--- config.mk ---
export PLATFORM = sky130hd
export DESIGN_NAME = flight_phase_sequencer
export DESIGN_NICKNAME = d
export VERILOG_FILES = /design/src/design/fps_pkg.sv /design/src/design/fps_cfg.sv /design/src/design/fps_seq.sv /design/src/design/flight_phase_sequencer.sv
export VERILOG_INCLUDE_DIRS = /design/src /design/src/design
export SDC_FILE = /design/constraint.sdc
export NUM_CORES = 1
export LEC_CHECK = 0
export BUFFER_PORTS_ARGS = -buffer_cell sky130_fd_sc_hd__buf_2
export CORE_MARGIN = 8
export CORE_UTILIZATION = 42
export CTS_CLUSTER_SIZE = 40
export DETAILED_ROUTE_END_ITERATION = 16
export PLACE_DENSITY = 0.72
export SLEW_MARGIN = 20
export SYNTH_ARGS = -nofsm -noshare
export SYNTH_HDL_FRONTEND = slang
export SYNTH_SLANG_ARGS = --single-unit
--- constraint.sdc ---
create_clock -name clk -period 6.05 [get_ports clk]
set_input_delay 0.3025 -clock clk [delete_from_list [all_inputs] [get_ports clk]]
set_output_delay 0.3025 -clock clk [all_outputs]
set_load 0.005 [all_outputs]
--- src/design/flight_phase_sequencer_macros.svh ---
// Assertion macros for the flight phase sequencer.
// Expects signals clk and rst_n in the module that includes this header.
`ifndef FLIGHT_PHASE_SEQUENCER_MACROS_SVH
`define FLIGHT_PHASE_SEQUENCER_MACROS_SVH

// check consequent in the same cycle
`define FPS_CHECK_SAME(label, ante, cons, msg) \
  label: assert property (@(posedge clk) disable iff (!rst_n) (ante) |-> (cons)) \
    else $error(msg);

// check consequent in the next cycle
`define FPS_CHECK_NEXT(label, ante, cons, msg) \
  label: assert property (@(posedge clk) disable iff (!rst_n) (ante) |=> (cons)) \
    else $error(msg);

`endif

--- src/design/fps_pkg.sv ---
// Shared types and constants for the flight phase sequencer.
// No dependencies; imported by fps_cfg, fps_seq and flight_phase_sequencer.
`default_nettype none

package fps_pkg;

  typedef enum logic [3:0] {
    PH_TERMINATED = 4'd0,
    PH_SELECTED   = 4'd1,
    PH_ARM        = 4'd2,
    PH_TAKEOFF    = 4'd3,
    PH_UP         = 4'd4,
    PH_MOVE       = 4'd5,
    PH_DOWN       = 4'd6,
    PH_KEEP       = 4'd7,
    PH_UP_BACK    = 4'd8,
    PH_MOVE_BACK  = 4'd9,
    PH_DOWN_BACK  = 4'd10,
    PH_LAND       = 4'd11,
    PH_DISARM     = 4'd12
  } phase_t;

  typedef enum logic [2:0] {
    ACT_TICK     = 3'd0,
    ACT_ASSIGN   = 3'd1,
    ACT_REASSIGN = 3'd2,
    ACT_RECALL   = 3'd3,
    ACT_LINK     = 3'd4
  } action_t;

  localparam logic [2:0] CMD_NONE      = 3'd0;
  localparam logic [2:0] CMD_ARM       = 3'd1;
  localparam logic [2:0] CMD_TAKEOFF   = 3'd2;
  localparam logic [2:0] CMD_MOVE      = 3'd3;
  localparam logic [2:0] CMD_SURVEY    = 3'd4;
  localparam logic [2:0] CMD_STOP_MOVE = 3'd5;
  localparam logic [2:0] CMD_LAND      = 3'd6;
  localparam logic [2:0] CMD_DISARM    = 3'd7;

  localparam logic [2:0] SP_NONE       = 3'd0;
  localparam logic [2:0] SP_TGT_2M     = 3'd1;
  localparam logic [2:0] SP_TGT_XY     = 3'd2;
  localparam logic [2:0] SP_TGT_Z      = 3'd3;
  localparam logic [2:0] SP_TGT_1M     = 3'd4;
  localparam logic [2:0] SP_HOME_XY    = 3'd5;
  localparam logic [2:0] SP_HOME_HALF  = 3'd6;
  localparam logic [2:0] SP_GROUND     = 3'd7;

  localparam int AddrWidth = 5;

  localparam logic [2:0] REG_MIN_DWELL     = 3'd0;
  localparam logic [2:0] REG_CONVERGE_HOLD = 3'd1;
  localparam logic [2:0] REG_HANDOVER_WAIT = 3'd2;
  localparam logic [2:0] REG_PERMIT_DIST   = 3'd3;
  localparam logic [2:0] REG_READY_BATTERY = 3'd4;
  localparam logic [2:0] REG_LOW_BATTERY   = 3'd5;

  localparam logic [15:0] MIN_DWELL_RST     = 16'd1000;
  localparam logic [15:0] CONVERGE_HOLD_RST = 16'd2000;
  localparam logic [15:0] HANDOVER_WAIT_RST = 16'd5000;
  localparam logic [15:0] PERMIT_DIST_RST   = 16'd50;
  localparam logic [6:0]  READY_BATTERY_RST = 7'd60;
  localparam logic [6:0]  LOW_BATTERY_RST   = 7'd50;

  typedef struct packed {
    logic [15:0] min_dwell_ms;
    logic [15:0] converge_hold_ms;
    logic [15:0] handover_wait_ms;
    logic [15:0] permit_dist_cm;
    logic [6:0]  ready_battery_pct;
    logic [6:0]  low_battery_pct;
  } cfg_t;

  typedef struct packed {
    logic [2:0]  action;
    logic [31:0] time_ms;
    logic [15:0] step_dist_cm;
    logic [15:0] ground_dist_cm;
    logic        armed;
    logic [6:0]  battery_pct;
    logic        traffic_clear;
    logic        partner_keeping;
    logic [15:0] partner_dist_cm;
    logic [31:0] partner_elapsed_ms;
  } item_t;

  typedef struct packed {
    phase_t     phase;
    logic [2:0] command;
    logic [2:0] setpoint_code;
    logic       advanced;
    logic       low_battery;
  } result_t;

  function automatic logic [2:0] command_of(phase_t p);
    logic [2:0] c;
    unique case (p)
      PH_ARM:       c = CMD_ARM;
      PH_TAKEOFF:   c = CMD_TAKEOFF;
      PH_UP:        c = CMD_MOVE;
      PH_MOVE:      c = CMD_MOVE;
      PH_DOWN:      c = CMD_MOVE;
      PH_KEEP:      c = CMD_SURVEY;
      PH_UP_BACK:   c = CMD_STOP_MOVE;
      PH_MOVE_BACK: c = CMD_MOVE;
      PH_DOWN_BACK: c = CMD_MOVE;
      PH_LAND:      c = CMD_LAND;
      PH_DISARM:    c = CMD_DISARM;
      default:      c = CMD_NONE;
    endcase
    return c;
  endfunction

  function automatic logic [2:0] setpoint_of(phase_t p);
    logic [2:0] s;
    unique case (p)
      PH_UP:        s = SP_TGT_2M;
      PH_MOVE:      s = SP_TGT_XY;
      PH_DOWN:      s = SP_TGT_Z;
      PH_UP_BACK:   s = SP_TGT_1M;
      PH_MOVE_BACK: s = SP_HOME_XY;
      PH_DOWN_BACK: s = SP_HOME_HALF;
      PH_LAND:      s = SP_GROUND;
      default:      s = SP_NONE;
    endcase
    return s;
  endfunction

endpackage

`default_nettype wire

--- src/design/fps_cfg.sv ---
// APB-style configuration register file of the flight phase sequencer.
// Depends on fps_pkg for the register map, reset values and cfg_t.
`default_nettype none

module fps_cfg (
  input  wire logic                         clk,
  input  wire logic                         rst_n,
  input  wire logic                         psel,
  input  wire logic                         penable,
  input  wire logic                         pwrite,
  input  wire logic [fps_pkg::AddrWidth-1:0] paddr,
  input  wire logic [31:0]                  pwdata,
  output logic      [31:0]                  prdata,
  output fps_pkg::cfg_t                     cfg
);
  import fps_pkg::*;

  cfg_t       cfg_r;
  logic [2:0] reg_idx;
  logic       wr_en;

  assign reg_idx = paddr[AddrWidth-1:2];
  assign wr_en   = psel && penable && pwrite;
  assign cfg     = cfg_r;

  always_ff @(posedge clk) begin
    if (!rst_n) begin
      cfg_r.min_dwell_ms      <= MIN_DWELL_RST;
      cfg_r.converge_hold_ms  <= CONVERGE_HOLD_RST;
      cfg_r.handover_wait_ms  <= HANDOVER_WAIT_RST;
      cfg_r.permit_dist_cm    <= PERMIT_DIST_RST;
      cfg_r.ready_battery_pct <= READY_BATTERY_RST;
      cfg_r.low_battery_pct   <= LOW_BATTERY_RST;
    end else if (wr_en) begin
      unique case (reg_idx)
        REG_MIN_DWELL:     cfg_r.min_dwell_ms      <= pwdata[15:0];
        REG_CONVERGE_HOLD: cfg_r.converge_hold_ms  <= pwdata[15:0];
        REG_HANDOVER_WAIT: cfg_r.handover_wait_ms  <= pwdata[15:0];
        REG_PERMIT_DIST:   cfg_r.permit_dist_cm    <= pwdata[15:0];
        REG_READY_BATTERY: cfg_r.ready_battery_pct <= pwdata[6:0];
        REG_LOW_BATTERY:   cfg_r.low_battery_pct   <= pwdata[6:0];
        default: ;
      endcase
    end
  end

  always_comb begin
    unique case (reg_idx)
      REG_MIN_DWELL:     prdata = {16'd0, cfg_r.min_dwell_ms};
      REG_CONVERGE_HOLD: prdata = {16'd0, cfg_r.converge_hold_ms};
      REG_HANDOVER_WAIT: prdata = {16'd0, cfg_r.handover_wait_ms};
      REG_PERMIT_DIST:   prdata = {16'd0, cfg_r.permit_dist_cm};
      REG_READY_BATTERY: prdata = {25'd0, cfg_r.ready_battery_pct};
      REG_LOW_BATTERY:   prdata = {25'd0, cfg_r.low_battery_pct};
      default:           prdata = 32'd0;
    endcase
  end

endmodule

`default_nettype wire

--- src/design/fps_seq.sv ---
// Phase state, dwell and convergence timers, and per-transaction step logic.
// Depends on fps_pkg and flight_phase_sequencer_macros.svh.
`default_nettype none
`include "flight_phase_sequencer_macros.svh"

module fps_seq (
  input  wire logic        clk,
  input  wire logic        rst_n,
  input  wire logic        fire,
  input  fps_pkg::item_t   item,
  input  fps_pkg::cfg_t    cfg,
  output fps_pkg::result_t res
);
  import fps_pkg::*;

  phase_t      phase_r, phase_nxt, phase_succ;
  logic [31:0] entry_r, entry_nxt;
  logic [31:0] cstart_r, cstart_nxt;
  logic        crun_r, crun_nxt;
  logic        linked_r, linked_nxt;

  logic [31:0] dwell_elapsed, conv_elapsed;
  logic        dwell_ok, near, conv_over, conv_fire, conv_phase, conv_touch;
  logic        keep_ok, complete, bat_low;

  assign dwell_elapsed = item.time_ms - entry_r;
  assign conv_elapsed  = item.time_ms - cstart_r;
  assign dwell_ok      = dwell_elapsed >= {16'd0, cfg.min_dwell_ms};
  assign near          = item.step_dist_cm < cfg.permit_dist_cm;
  assign conv_over     = conv_elapsed > {16'd0, cfg.converge_hold_ms};
  assign conv_fire     = near && crun_r && conv_over;
  assign bat_low       = item.battery_pct < cfg.low_battery_pct;
  assign keep_ok       = bat_low && linked_r && item.partner_keeping &&
                         (item.partner_dist_cm < cfg.permit_dist_cm) &&
                         (item.partner_elapsed_ms > {16'd0, cfg.handover_wait_ms});
  assign phase_succ    = (phase_r == PH_DISARM) ? PH_TERMINATED : phase_t'(phase_r + 4'd1);

  always_comb begin
    unique case (phase_r)
      PH_UP, PH_MOVE, PH_DOWN, PH_UP_BACK, PH_MOVE_BACK, PH_DOWN_BACK: conv_phase = 1'b1;
      default: conv_phase = 1'b0;
    endcase
  end

  assign conv_touch = (item.action == ACT_TICK) && dwell_ok && near && conv_phase;

  always_comb begin
    unique case (phase_r)
      PH_SELECTED:               complete = item.battery_pct >= cfg.ready_battery_pct;
      PH_ARM:                    complete = item.armed;
      PH_TAKEOFF:                complete = 1'b1;
      PH_UP, PH_UP_BACK:         complete = conv_fire && item.traffic_clear;
      PH_MOVE, PH_DOWN,
      PH_MOVE_BACK, PH_DOWN_BACK: complete = conv_fire;
      PH_KEEP:                   complete = keep_ok;
      PH_LAND:                   complete = !item.armed ||
                                            (item.ground_dist_cm < cfg.permit_dist_cm);
      PH_DISARM:                 complete = !item.armed;
      default:                   complete = 1'b0;
    endcase
  end

  // next state
  always_comb begin
    phase_nxt  = phase_r;
    entry_nxt  = entry_r;
    cstart_nxt = cstart_r;
    crun_nxt   = crun_r;
    linked_nxt = linked_r;
    unique case (item.action)
      ACT_TICK: begin
        if (phase_r == PH_TERMINATED) begin
          entry_nxt  = item.time_ms;
          linked_nxt = 1'b0;
        end else if (dwell_ok && complete) begin
          phase_nxt = phase_succ;
          entry_nxt = item.time_ms;
          if (phase_r == PH_KEEP) begin
            linked_nxt = 1'b0;
          end
        end
        if (conv_touch) begin
          if (!crun_r) begin
            cstart_nxt = item.time_ms;
            crun_nxt   = 1'b1;
          end else if (conv_over) begin
            crun_nxt = 1'b0;
          end
        end
      end
      ACT_ASSIGN: begin
        phase_nxt = PH_SELECTED;
        entry_nxt = item.time_ms;
        crun_nxt  = 1'b0;
      end
      ACT_REASSIGN: begin
        if (phase_r == PH_UP || phase_r == PH_MOVE || phase_r == PH_DOWN ||
            phase_r == PH_KEEP) begin
          phase_nxt = PH_UP;
        end
        entry_nxt = item.time_ms;
        crun_nxt  = 1'b0;
      end
      ACT_RECALL: begin
        phase_nxt  = PH_UP_BACK;
        linked_nxt = 1'b0;
      end
      ACT_LINK: begin
        linked_nxt = 1'b1;
      end
      default: ;
    endcase
  end

  // outputs
  always_comb begin
    res.phase         = phase_nxt;
    res.command       = (item.action == ACT_TICK) ? command_of(phase_r) : CMD_NONE;
    res.setpoint_code = (item.action == ACT_TICK) ? setpoint_of(phase_r) : SP_NONE;
    res.advanced      = phase_nxt != phase_r;
    res.low_battery   = (phase_nxt == PH_KEEP) && bat_low && !linked_nxt;
  end

  always_ff @(posedge clk) begin
    if (!rst_n) begin
      phase_r  <= PH_TERMINATED;
      entry_r  <= 32'd0;
      cstart_r <= 32'd0;
      crun_r   <= 1'b0;
      linked_r <= 1'b0;
    end else if (fire) begin
      phase_r  <= phase_nxt;
      entry_r  <= entry_nxt;
      cstart_r <= cstart_nxt;
      crun_r   <= crun_nxt;
      linked_r <= linked_nxt;
    end
  end

  `FPS_CHECK_NEXT(a_recall, fire && item.action == ACT_RECALL,
                  phase_r == PH_UP_BACK && !linked_r, "recall did not reach up-back")
  `FPS_CHECK_NEXT(a_assign, fire && item.action == ACT_ASSIGN,
                  phase_r == PH_SELECTED && !crun_r, "assign did not reach selected")
  `FPS_CHECK_NEXT(a_hold, !fire,
                  $stable(phase_r) && $stable(entry_r) && $stable(crun_r),
                  "state moved without a transaction")
  `FPS_CHECK_SAME(a_link_low, item.action == ACT_LINK, !res.low_battery,
                  "low battery flagged with partner linked")

endmodule

`default_nettype wire

--- src/design/flight_phase_sequencer.sv ---
// Top level of the flight phase sequencer: input register, step logic, result register.
// Depends on fps_pkg, fps_cfg, fps_seq and flight_phase_sequencer_macros.svh.
//
// One transaction in, one result out. A transaction is captured in the input
// register, evaluated against the phase state once the output register is free
// or being read, and its result lands in the output register. A new
// transaction is taken every cycle while out_ready does not stall the output;
// the phase state register, updated once per transaction, sets that rate.
// in_ready drops only while a result is held by out_ready low and the input
// register is occupied. Six registers sit on the APB-style port at byte
// addresses 0x00 to 0x14 (dwell, converge hold, handover wait, arrival distance,
// ready battery, low battery); write them only while no transaction is in flight.
`default_nettype none
`include "flight_phase_sequencer_macros.svh"

module flight_phase_sequencer (
  input  wire logic                          clk,
  input  wire logic                          rst_n,
  input  wire logic                          in_valid,
  output logic                               in_ready,
  input  wire logic [2:0]                    in_action,
  input  wire logic [31:0]                   in_time_ms,
  input  wire logic [15:0]                   in_step_dist_cm,
  input  wire logic [15:0]                   in_ground_dist_cm,
  input  wire logic                          in_armed,
  input  wire logic [6:0]                    in_battery_pct,
  input  wire logic                          in_traffic_clear,
  input  wire logic                          in_partner_keeping,
  input  wire logic [15:0]                   in_partner_dist_cm,
  input  wire logic [31:0]                   in_partner_elapsed_ms,
  output logic                               out_valid,
  input  wire logic                          out_ready,
  output logic [3:0]                         out_phase,
  output logic [2:0]                         out_command,
  output logic [2:0]                         out_setpoint_code,
  output logic                               out_advanced,
  output logic                               out_low_battery,
  input  wire logic                          cfg_psel,
  input  wire logic                          cfg_penable,
  input  wire logic                          cfg_pwrite,
  input  wire logic [fps_pkg::AddrWidth-1:0] cfg_paddr,
  input  wire logic [31:0]                   cfg_pwdata,
  output logic      [31:0]                   cfg_prdata,
  output logic                               cfg_pready
);
  import fps_pkg::*;

  cfg_t    cfg;
  item_t   item_r;
  result_t res, res_r;
  logic    in_valid_r, out_valid_r, fire;

  assign cfg_pready = 1'b1;
  assign fire       = in_valid_r && (!out_valid_r || out_ready);
  assign in_ready   = !in_valid_r || fire;

  fps_cfg u_cfg (
    .clk     (clk),
    .rst_n   (rst_n),
    .psel    (cfg_psel),
    .penable (cfg_penable),
    .pwrite  (cfg_pwrite),
    .paddr   (cfg_paddr),
    .pwdata  (cfg_pwdata),
    .prdata  (cfg_prdata),
    .cfg     (cfg)
  );

  fps_seq u_seq (
    .clk   (clk),
    .rst_n (rst_n),
    .fire  (fire),
    .item  (item_r),
    .cfg   (cfg),
    .res   (res)
  );

  always_ff @(posedge clk) begin
    if (!rst_n) begin
      in_valid_r  <= 1'b0;
      out_valid_r <= 1'b0;
    end else begin
      if (in_ready) begin
        in_valid_r <= in_valid;
      end
      if (fire) begin
        out_valid_r <= 1'b1;
      end else if (out_ready) begin
        out_valid_r <= 1'b0;
      end
    end
  end

  always_ff @(posedge clk) begin
    if (in_valid && in_ready) begin
      item_r.action             <= in_action;
      item_r.time_ms            <= in_time_ms;
      item_r.step_dist_cm       <= in_step_dist_cm;
      item_r.ground_dist_cm     <= in_ground_dist_cm;
      item_r.armed              <= in_armed;
      item_r.battery_pct        <= in_battery_pct;
      item_r.traffic_clear      <= in_traffic_clear;
      item_r.partner_keeping    <= in_partner_keeping;
      item_r.partner_dist_cm    <= in_partner_dist_cm;
      item_r.partner_elapsed_ms <= in_partner_elapsed_ms;
    end
    if (fire) begin
      res_r <= res;
    end
  end

  assign out_valid         = out_valid_r;
  assign out_phase         = res_r.phase;
  assign out_command       = res_r.command;
  assign out_setpoint_code = res_r.setpoint_code;
  assign out_advanced      = res_r.advanced;
  assign out_low_battery   = res_r.low_battery;

  `FPS_CHECK_NEXT(a_result_loaded, fire, out_valid_r, "result dropped after evaluation")
  `FPS_CHECK_SAME(a_no_overwrite, out_valid_r && !out_ready, !fire,
                  "result overwritten while stalled")
  `FPS_CHECK_NEXT(a_out_hold, out_valid_r && !out_ready, out_valid_r && $stable(res_r),
                  "result changed while stalled")

endmodule

`default_nettype wire
==> impl_results.md <==
* Status: completed
* Yosys reg bits at 287
* Post-Place Cells at 2608
* Worst path depth at 22
* Drt pass-1 iters at 5
* Initial Utilization at 42.4%
* Fin crit share at 92.3%
* Crit-path cells: inv_1 -> fa_1 -> nand2b_1 -> a21oi_1 -> nor2_1 -> o21ai_0 -> a21o_1 -> a21oi_1 -> xnor2_1 -> ha_1 -> a21o_1 -> a21oi_1 -> a21oi_1 -> a21oi_1 -> a22o_1 -> nand4_1 -> or4_1 -> o41ai_4 -> o21ba_2 -> o311a_1 -> o32ai_1 -> a2111oi_2
* Critical path peak fanout at 8
* Fin cells at 2806
* Clock-pin transition on the worst setup and hold timing paths at 0.06 ns
* Hold path cells at 3
* Die height at 221 microns
* IO buf count at 180
* Dpl hpwl at 38.0 mm
* Fillers at 3673
* Hold crit path type: in -> reg
* Final GP Congestion at 0.882
* Cell Area, Synth at 0.0177 sq mm
* Final Hold Fails at 0
* Distinct cells, synth at 80
* Slew Limit Fails at 0
* IO Pins at 216
* Max_cap viols at 0
* Multi-input gate area at 0.00954 sq mm
* Post-DP Area at 0.0190 sq mm
* Simple-gate area share of the yosys netlist at 15.2%
* Top delay family on crit path: compound AO/OA/AOI/OAI gates
* Antenna-violating nets left at 0
* Initial DRC count at 1081
* Total GRT Usage at 21.1%
* Util after Layout at 51.7%
* Max VDD drop at 0.000272 V
* Top FF cell, synth: dfxtp_1
* CP bufs+invs at 1
* CTS Buf Count at 35
* Data required, critical path at 6.40 ns
* DRC violation count after routing at 0
* Mux contribution to synthesized area at 4.71%
* Register area at 0.00712 sq mm
* Fmax at 0.179 GHz
* Deepest clock path buffer count at 3
* Layout cells sized above 1 at 13.1%
* Avg WL per Cell at 19.3 microns
* Compound-Gate Fraction of Synth Area at 18.6%
* Largest family of logic cells by synthesized area: compound AO/OA/AOI/OAI gates
* Pwr Density at 244 mW/mm^2
* Critical path's slowest cell: or4_1
* Total grt overflow at 0
* Post-synth EDFFs at 137
* Fin Hold WS at 0.0278 ns
* Register area share after synthesis at 40.2%
* Rel. slew slack at 37.1%
* Synth Area in Adders at 12.6%
* Most used cell, CP: a21oi_1
* First-pass GRT wire length at 84.8 mm
* Die area at 0.0490 sq mm
* Final net count at 2578
* Synth top area share at 23.2%
* CTS root buffer: clkbuf_16
* Ys Warns at 0
* Gate count after technology mapping at 1962
* Synth-to-Final Area Change at 21.8%
* Routed vias at 15800
* H-tree depth at 2
* Crit start category: flop
* Final setup fails at 0
* Worst slew pin tran at 0.943 ns
* Clock insertion delay at the later pin of the skew report at 0.56 ns
* Crit. End Element: flop
* Die X at 221 microns
* Asr flop ratio synth at 0%
* Largest net degree at the start of global routing at 71
* CTS tree: yes
* Data arrival, critical path at 5.93 ns
* Synth area leaders: edfxtp_1 (23%), dfxtp_1 (17%), ha_1 (12%), a21oi_1 (5.7%), nand2_1 (4.6%)
* Dominant cell type by area after synthesis: edfxtp_1
* Critical path type: reg -> reg
* Finished Cell Area at 0.0216 sq mm
* CP max stage delay at 0.53 ns
* Drt total wl at 54.1 mm
* Core box area at 0.0418 sq mm
* Vias in the first global route at 15900
* Site row count at 75
* Most frequent cells in the layout: nand2_1 (216), a21oi_1 (200), buf_2 (180)
* Most common cell after layout, fill and taps aside: nand2_1
* Static leakage at 8.60 nW
* Synth Area in XOR/XNOR at 1.98%
* Worst Reg-to-Reg Cells at 22
* Avg Inst Size Synth at 9.03 sq um
* Setup_tns at 0 ns
* Clk_skew at 0.0266 ns
* Initial antenna violation count at 10
* Fin crit period at 5.59 ns
* Via density at 5.62
* RSZ-0062 raised after global routing: false
* CTS sink cnt at 287
[metal layers]
| layer | up-vias | wire length [microns] | track usage (%) |
|---|---|---|---|
| met5 | - | 26 | 0 |
| met4 | 4 | 1650 | 8.01 |
| met3 | 111 | 4180 | 5.05 |
| met2 | 604 | 25600 | 35.5 |
| met1 | 7443 | 22700 | 26.0 |
| li1 | 7600 | - | - |
[registers in the layout, indices dropped and copies added, names as in the netlist, 3 cells and up]
signal	cells
item_r	125
u_cfg.cfg	78
u_seq.cstart_r	32
u_seq.entry_r	32
out_phase	4
u_seq.phase_r	4
out_command	3
out_setpoint_code	3
[stage by stage]
stage,total power [mW],worst slack [ns]
global placement,2.84,0.399
floorplan,2.64,1.11
CTS,5.27,0.309
finish,5.26,0.465
detailed placement,2.85,0.346
global route,5.47,0.0957
[cells in the mapped netlist (9+ instances only)]
| cell type | number |
|---|---|
| nand2_1 | 217 |
| a21oi_1 | 201 |
| inv_1 | 176 |
| ha_1 | 175 |
| dfxtp_1 | 150 |
| edfxtp_1 | 137 |
| nor2_1 | 124 |
| o21ai_0 | 123 |
| clkbuf_1 | 59 |
| nand3_1 | 58 |
| mux2i_1 | 53 |
| o211ai_1 | 41 |
| a21o_1 | 37 |
| nand4_1 | 32 |
| xnor2_1 | 28 |
| nor3_1 | 27 |
| nand2b_1 | 25 |
| nor2b_1 | 25 |
| a211oi_1 | 19 |
| buf_4 | 19 |
| nor4_1 | 15 |
| o21a_1 | 13 |
| xor2_1 | 12 |
| a22oi_1 | 11 |
| a31oi_1 | 11 |
| mux4_2 | 11 |
| o22ai_1 | 10 |
| or3_1 | 10 |
| buf_6 | 9 |
[report_power, final]
part / total (mW) / switching, mW / internal (mW)
Sequential: 2.16 / 0.0495 / 2.11
Combinational: 0.745 / 0.428 / 0.317
Clock: 2.36 / 0.892 / 1.47
Total: 5.26 / 1.37 / 3.89
[layout make-up]
type,count,area share [%]
clock inverter,21,1.65
sequential,287,33.0
clock buffer,43,4.34
inverter,176,3.07
timing repair buffer,317,10.5
antenna,8,0.0928
tap,539,3.13
multi-input combinational,1415,44.2
[tightest hold or removal path: cells and delay by family]
family,cells,cell delay (ns)
and+or+nand+nor,1,0.05
AOI/OAI and AO/OA,1,0.05
buffers and inverters,1,0.13
[cell families after synthesis]
family          after synthesis
compound gates              537
fa+ha+maj                   177
mux                          69
buf+inv                     275
xor+xnor                     40
flops                       287
simple gates                575
other cells                   2
[worst paths after layout]
kind                        from         endpoint  slack, ns
hold reg to reg    u_cfg.cfg[20]    u_cfg.cfg[20]       0.45
setup / recovery      item_r[91]  out_low_battery       0.46
setup reg to reg      item_r[91]  out_low_battery       0.46
hold / removal    cfg_pwdata[11]    u_cfg.cfg[25]       0.03
[timing repair]
item,CTS,global route
endpoints found under the hold margin,127,0
buffers inserted,0,0
setup endpoints to repair,0,34
gates resized for setup,0,10
hold buffers,126,0
Note: power is estimated with default switching activity, not from simulation.
